--- src/design/imdu_pkg.sv ---
`default_nettype none
package imdu_pkg;

  localparam int unsigned XLEN = 32;
  localparam int unsigned RegIdxW = 5;
  localparam int unsigned OpW = 3;

  typedef enum logic [OpW-1:0] {
    OP_MUL    = 3'd0,
    OP_MULH   = 3'd1,
    OP_MULHSU = 3'd2,
    OP_MULHU  = 3'd3,
    OP_DIV    = 3'd4,
    OP_DIVU   = 3'd5,
    OP_REM    = 3'd6,
    OP_REMU   = 3'd7
  } op_e;

  // Per-item control carried down the cell row beside the data.
  typedef struct packed {
    logic               vld;
    logic               is_div;
    logic               want_rem;
    logic               want_hi;
    logic               neg_res;
    logic               by_zero;
    logic               ovf;
    logic [RegIdxW-1:0] rd;
    logic [XLEN-1:0]    a_raw;
  } ctl_t;

  // Magnitude-domain working set for one item in flight.
  // Multiply: acc holds the running 64-bit product (two's complement),
  // mcand the sign-extended multiplicand, mplier the bits left to scan.
  // Divide: acc holds the shift-subtract partial remainder and quotient.
  typedef struct packed {
    logic [2*XLEN-1:0] acc;
    logic [2*XLEN-1:0] mcand;
    logic [XLEN-1:0]   mplier;
    logic [XLEN-1:0]   dvsr;
  } work_t;

endpackage
`default_nettype wire

--- src/design/imdu_cell.sv ---
`default_nettype none
module imdu_cell import imdu_pkg::*; #(
  parameter int unsigned Step = 0
) (
  input  wire logic  clk_i,
  input  wire logic  rst_ni,
  input  wire logic  en_i,
  input  wire ctl_t  ctl_i,
  input  wire work_t work_i,
  output ctl_t       ctl_o,
  output work_t      work_o
);

  ctl_t  ctl_q;
  work_t work_d, work_q;

  logic [XLEN:0]     trial;
  logic [XLEN:0]     rem_sh;
  logic [2*XLEN-1:0] addend;

  // For divide, acc[2*XLEN-1:XLEN] is the partial remainder and
  // acc[XLEN-1:0] the dividend bits shifting into the quotient.
  always_comb begin
    work_d = work_i;
    rem_sh = {work_i.acc[2*XLEN-1:XLEN], work_i.acc[XLEN-1]};
    trial  = rem_sh - {1'b0, work_i.dvsr};
    addend = work_i.mplier[0] ? work_i.mcand : '0;
    if (ctl_i.is_div) begin
      if (!trial[XLEN]) begin
        work_d.acc = {trial[XLEN-1:0], work_i.acc[XLEN-2:0], 1'b1};
      end else begin
        work_d.acc = {rem_sh[XLEN-1:0], work_i.acc[XLEN-2:0], 1'b0};
      end
    end else begin
      // The top multiplier bit of a signed operand has negative weight.
      if (Step == XLEN - 1 && work_i.mplier[0] && work_i.dvsr[0]) begin
        work_d.acc = work_i.acc - work_i.mcand;
      end else begin
        work_d.acc = work_i.acc + addend;
      end
      work_d.mcand  = {work_i.mcand[2*XLEN-2:0], 1'b0};
      work_d.mplier = {1'b0, work_i.mplier[XLEN-1:1]};
    end
  end

  always_ff @(posedge clk_i or negedge rst_ni) begin
    if (!rst_ni) begin
      ctl_q <= '0;
    end else if (en_i) begin
      ctl_q <= ctl_i;
    end
  end

  always_ff @(posedge clk_i) begin
    if (en_i) begin
      work_q <= work_d;
    end
  end

  assign ctl_o  = ctl_q;
  assign work_o = work_q;

endmodule
`default_nettype wire

--- config.mk ---
export PLATFORM = sky130hd
export DESIGN_NAME = imdu_cell
export DESIGN_NICKNAME = d
export VERILOG_FILES = /design/src/design/imdu_pkg.sv /design/src/design/imdu_cell.sv
export SDC_FILE = /design/constraint.sdc
export NUM_CORES = 1
export LEC_CHECK = 0
export BUFFER_PORTS_ARGS = -buffer_cell sky130_fd_sc_hd__buf_2
export CORE_MARGIN = 2
export CORE_UTILIZATION = 45
export CTS_BUF_LIST = sky130_fd_sc_hd__clkbuf_16
export CTS_CLUSTER_SIZE = 16
export DETAILED_ROUTE_END_ITERATION = 10
export GPL_ROUTABILITY_DRIVEN = 0
export PLACE_DENSITY = 0.71
export SLEW_MARGIN = 20
export SYNTH_ARGS = -nofsm -noshare
export SYNTH_HDL_FRONTEND = slang
export SYNTH_SLANG_ARGS = --single-unit
--- constraint.sdc ---
create_clock -name clk_i -period 0.85 [get_ports clk_i]
set_input_delay 0.17 -clock clk_i [delete_from_list [all_inputs] [get_ports clk_i]]
set_output_delay 0.17 -clock clk_i [all_outputs]
set_load 0.01 [all_outputs]
==> results.sh <==
export IMPL_detailedPlace_worstSlack_ns=-2.72
export IMPL_worstPathMaxFanout=8
export IMPL_design_die_area_sq_um=36100
export IMPL_fin_worst_skew_ns=0
export IMPL_static_leakage_power_nw=12.9
export IMPL_dp_cells=2792
export IMPL_drt_first_pass_iters=8
export IMPL_grt_start_max_net_pins=45
export IMPL_floorplan_initialDensity_pct=45.4
export IMPL_outcome="complete, but fails checks"
export IMPL_drt_wirelength_per_cell_microns=20.3
export IMPL_postSynthCellCount=1477
export IMPL_hold_path_class="input port to flip-flop"
export IMPL_ys_warnings_count=0
export IMPL_timing_max_slew_rel_slack_pct=64.9
export IMPL_maximum_buffer_depth_of_the_clock_tree=3
export IMPL_die_x_microns=190
export IMPL_grt_antenna_before_repair=7
export IMPL_timing_fmax_mhz=346
export IMPL_cts_root_buffer_cell="clkbuf_16"
export IMPL_final_worst_path_period_share_pct=340
export IMPL_grt_first_pass_wirelength_mm=90.2
export IMPL_cts_clk_slew_worst_paths_ns=0.06
export IMPL_clock_tree_from_tritoncts="done"
export IMPL_io_pin_count=475
export IMPL_die_y_microns=190
export IMPL_ys_flop_type="edfxtp_1"
export IMPL_finalNetCount=2913
export IMPL_clkLatencyLatePin_ns=0.55
export IMPL_vdd_ir_drop_max_mv=1.73
export IMPL_cts_sinks=236
export IMPL_finalWorstPathRequiredPeriod_ns=2.89
export IMPL_violations="setup timing"
export IMPL_timing_max_cap_violations=0
export IMPL_synth_enable_flop_cells=192
export IMPL_globalRouteOverflowTotal=0
export IMPL_rsz_0062_raised_after_global_routing="true"
export IMPL_post_layout_nonfiller_instances=3059
export IMPL_critPathKind="input port to flip-flop"
export IMPL_timing_final_hold_violations=0
export IMPL_worst_setup_path_start_kind="input port"
export IMPL_drt_initial_drc_count=1007
export IMPL_io_buffer_count=474
export IMPL_synth_area_sq_um=15600
export IMPL_globalRouteTotalUtil_pct=31.9
export IMPL_h_tree_depth=1
export IMPL_post_drt_via_cell_ratio=5.41
export IMPL_post_synthesis_sequential_element_count=236
export IMPL_numCtsBuffers=27
export IMPL_drcViolationCount=0
export IMPL_p_per_area_nw_per_um2=1560
export IMPL_routed_via_count=16536
export IMPL_flow_area_growth_from_synthesis_pct=74.1
export IMPL_syn_avg_cell_area_sq_um=10.6
export IMPL_totalPowerFinal_mw=42.3
export IMPL_final_setup_worst_slack_ns=-2.04
export IMPL_ys_seq_area_share_pct=44.1
export IMPL_worstSetupEndpointType="flip-flop"
export IMPL_critical_path_arrival_ns=3.31
export IMPL_finalSetupViolCount=327
export IMPL_final_layout_size_suffix_gt1_share_pct=53.4
export IMPL_core_area_sq_um=34300
export IMPL_max_slew_worst_pin_slew_ns=0.525
export IMPL_detailed_placement_hpwl_mm=43.1
export IMPL_timing_max_transition_violations_final=0
export IMPL_yosys_cell_types_count=74
export IMPL_async_s_r_ff_share_synth_pct=18.6
export IMPL_sum_of_routed_wire_length_over_all_layers_mm=62.0
export IMPL_synth_fp_nets=1813
export IMPL_grt_pass1_vias=16939
export IMPL_number_of_nets_still_failing_antenna_checks_after_routing=0
export IMPL_floorplan_rows=68
export IMPL_worst_endpoint_required_ns=1.27
-- per-layer routing --
layer | GRT usage (%) | share of wire [%]
met5 | 0 | 0
met4 | 15.4 | 4.5
met3 | 5.76 | 6.9
met2 | 57.5 | 51
met1 | 36.4 | 38
-- report_power, final --
group / switching (mW) / total, mW / internal (mW)
sequential: 0.524 / 14.5 / 14.0
clock: 5.04 / 12.5 / 7.49
combinational: 7.18 / 15.3 / 8.14
-- worst paths after layout --
check	start	to	slack, ns	cells after the start
setup reg to reg	ctl_o[24]	ctl_o[24]	-0.19	3
setup / recovery	work_i[159]	work_o[191]	-2.04	18
min in group asynchronous	rst_ni	ctl_o[36]	0.15	3
hold reg to reg	ctl_o[31]	ctl_o[31]	0.51	1
max in group asynchronous	rst_ni	ctl_o[16]	0.49	3
hold / removal	work_i[64]	work_o[64]	0.02	3
-- stage by stage --
step | hold slack, ns | cell area [sq um] | TNS [ns] | utilization [%]
final | 0.0217 | 27100 | -192.62 | 79.1
after global routing | 0.0168 | 27100 | -206.16 | 79.1
after CTS | 0.00413 | 26400 | -192.42 | 77.1
after detailed placement | 0.158 | 22800 | -210.98 | 66.5
after global placement | 0.153 | 22800 | -206.29 | 66.5
after floorplan | -0.126 | 16900 | -144.81 | -
-- sequential cells by signal (all words and copies together), names as in the netlist --
name,flops
ctl_o,44
work_o,192
-- critical path, stage by stage --
cell and delay, ns:
buf_12 0.11, inv_12 0.04, ha_4 0.12, inv_2 0.04
fa_2 0.34, a211oi_2 0.22, o21a_2 0.20, o311ai_4 0.14
a211oi_4 0.30, nor4_2 0.08, or4_4 0.45, xor2_4 0.26
buf_6 0.15, buf_8 0.12, buf_6 0.12, nor2_2 0.03
o31ai_1 0.20, o211a_1 0.19
-- cell type report --
cell class                 instances  area, sq um
antenna                            6         15.0
sequential                       236         6870
multi-input combinational       1099         9800
clock buffer                      31          776
clock inverter                    19          191
timing repair buffer            1155         8680
fill                            2040         7160
tap                              455          569
inverter                          58          230
-- cells in the mapped netlist (44+ instances only) --
| master | number | share of area, % |
|---|---|---|
| inv_1 | 57 | 1.4 |
| mux2_2 | 148 | 11 |
| o21ai_0 | 99 | 3.2 |
| ha_1 | 95 | 7.6 |
| nor2_1 | 60 | 1.4 |
| nand2_1 | 106 | 2.6 |
| a21o_1 | 62 | 3.0 |
| a21oi_1 | 114 | 3.7 |
| edfxtp_1 | 192 | 37 |
| xnor2_1 | 53 | 3.0 |
| clkbuf_1 | 70 | 1.7 |
| and2_1 | 70 | 2.8 |
| dfrtp_1 | 44 | 7.1 |
-- cell usage in the layout, fill, tap and decap left out, types with 8 or more instances in the layout --
| cell type | n |
|---|---|
| a211oi_2 | 8 |
| a21o_1 | 62 |
| a21oi_1 | 92 |
| o21a_1 | 13 |
| nand3_1 | 16 |
| and3_1 | 12 |
| nor2_1 | 54 |
| edfxtp_1 | 192 |
| ha_4 | 21 |
| o211ai_1 | 9 |
| nor3_1 | 8 |
| buf_2 | 441 |
| o21bai_1 | 24 |
| clkbuf_16 | 31 |
| o21ai_1 | 43 |
| o21ai_2 | 21 |
| mux2_2 | 16 |
| o21ai_0 | 38 |
| xnor2_1 | 41 |
| xor2_1 | 24 |
| buf_4 | 455 |
| nand2_1 | 98 |
| ha_1 | 74 |
| buf_6 | 83 |
| nor2b_1 | 13 |
| dlygate4sd3_1 | 138 |
| mux2i_1 | 14 |
| a21oi_2 | 19 |
| and2_1 | 56 |
| inv_1 | 54 |
| dfrtp_1 | 44 |
| and2_4 | 14 |
| mux2_4 | 133 |
| buf_12 | 23 |
| nand4_1 | 27 |
-- kinds of logic (layout without fill, tap and decap cells) --
group,after synthesis,count (layout),synth area share [%]
adder cells (fa/ha/maj),97,97,7.88
AO/OA/AOI/OAI,406,406,16.7
AND/OR/NAND/NOR,351,351,11.4
buffers and inverters,142,1263,3.61
flip-flops,236,236,44.1
multiplexers,164,164,11.8
other,0,6,0
XOR/XNOR,81,81,4.60
-- what timing repair did --
action	CTS	global route
hold endpoints to repair	188	0
pin swaps	85	71
hold buffers	141	0
setup endpoints to repair	300	315
cloned	6	0
gates resized for setup	189	121
setup buffers	45	43
Note: power is estimated with default switching activity, not from simulation.
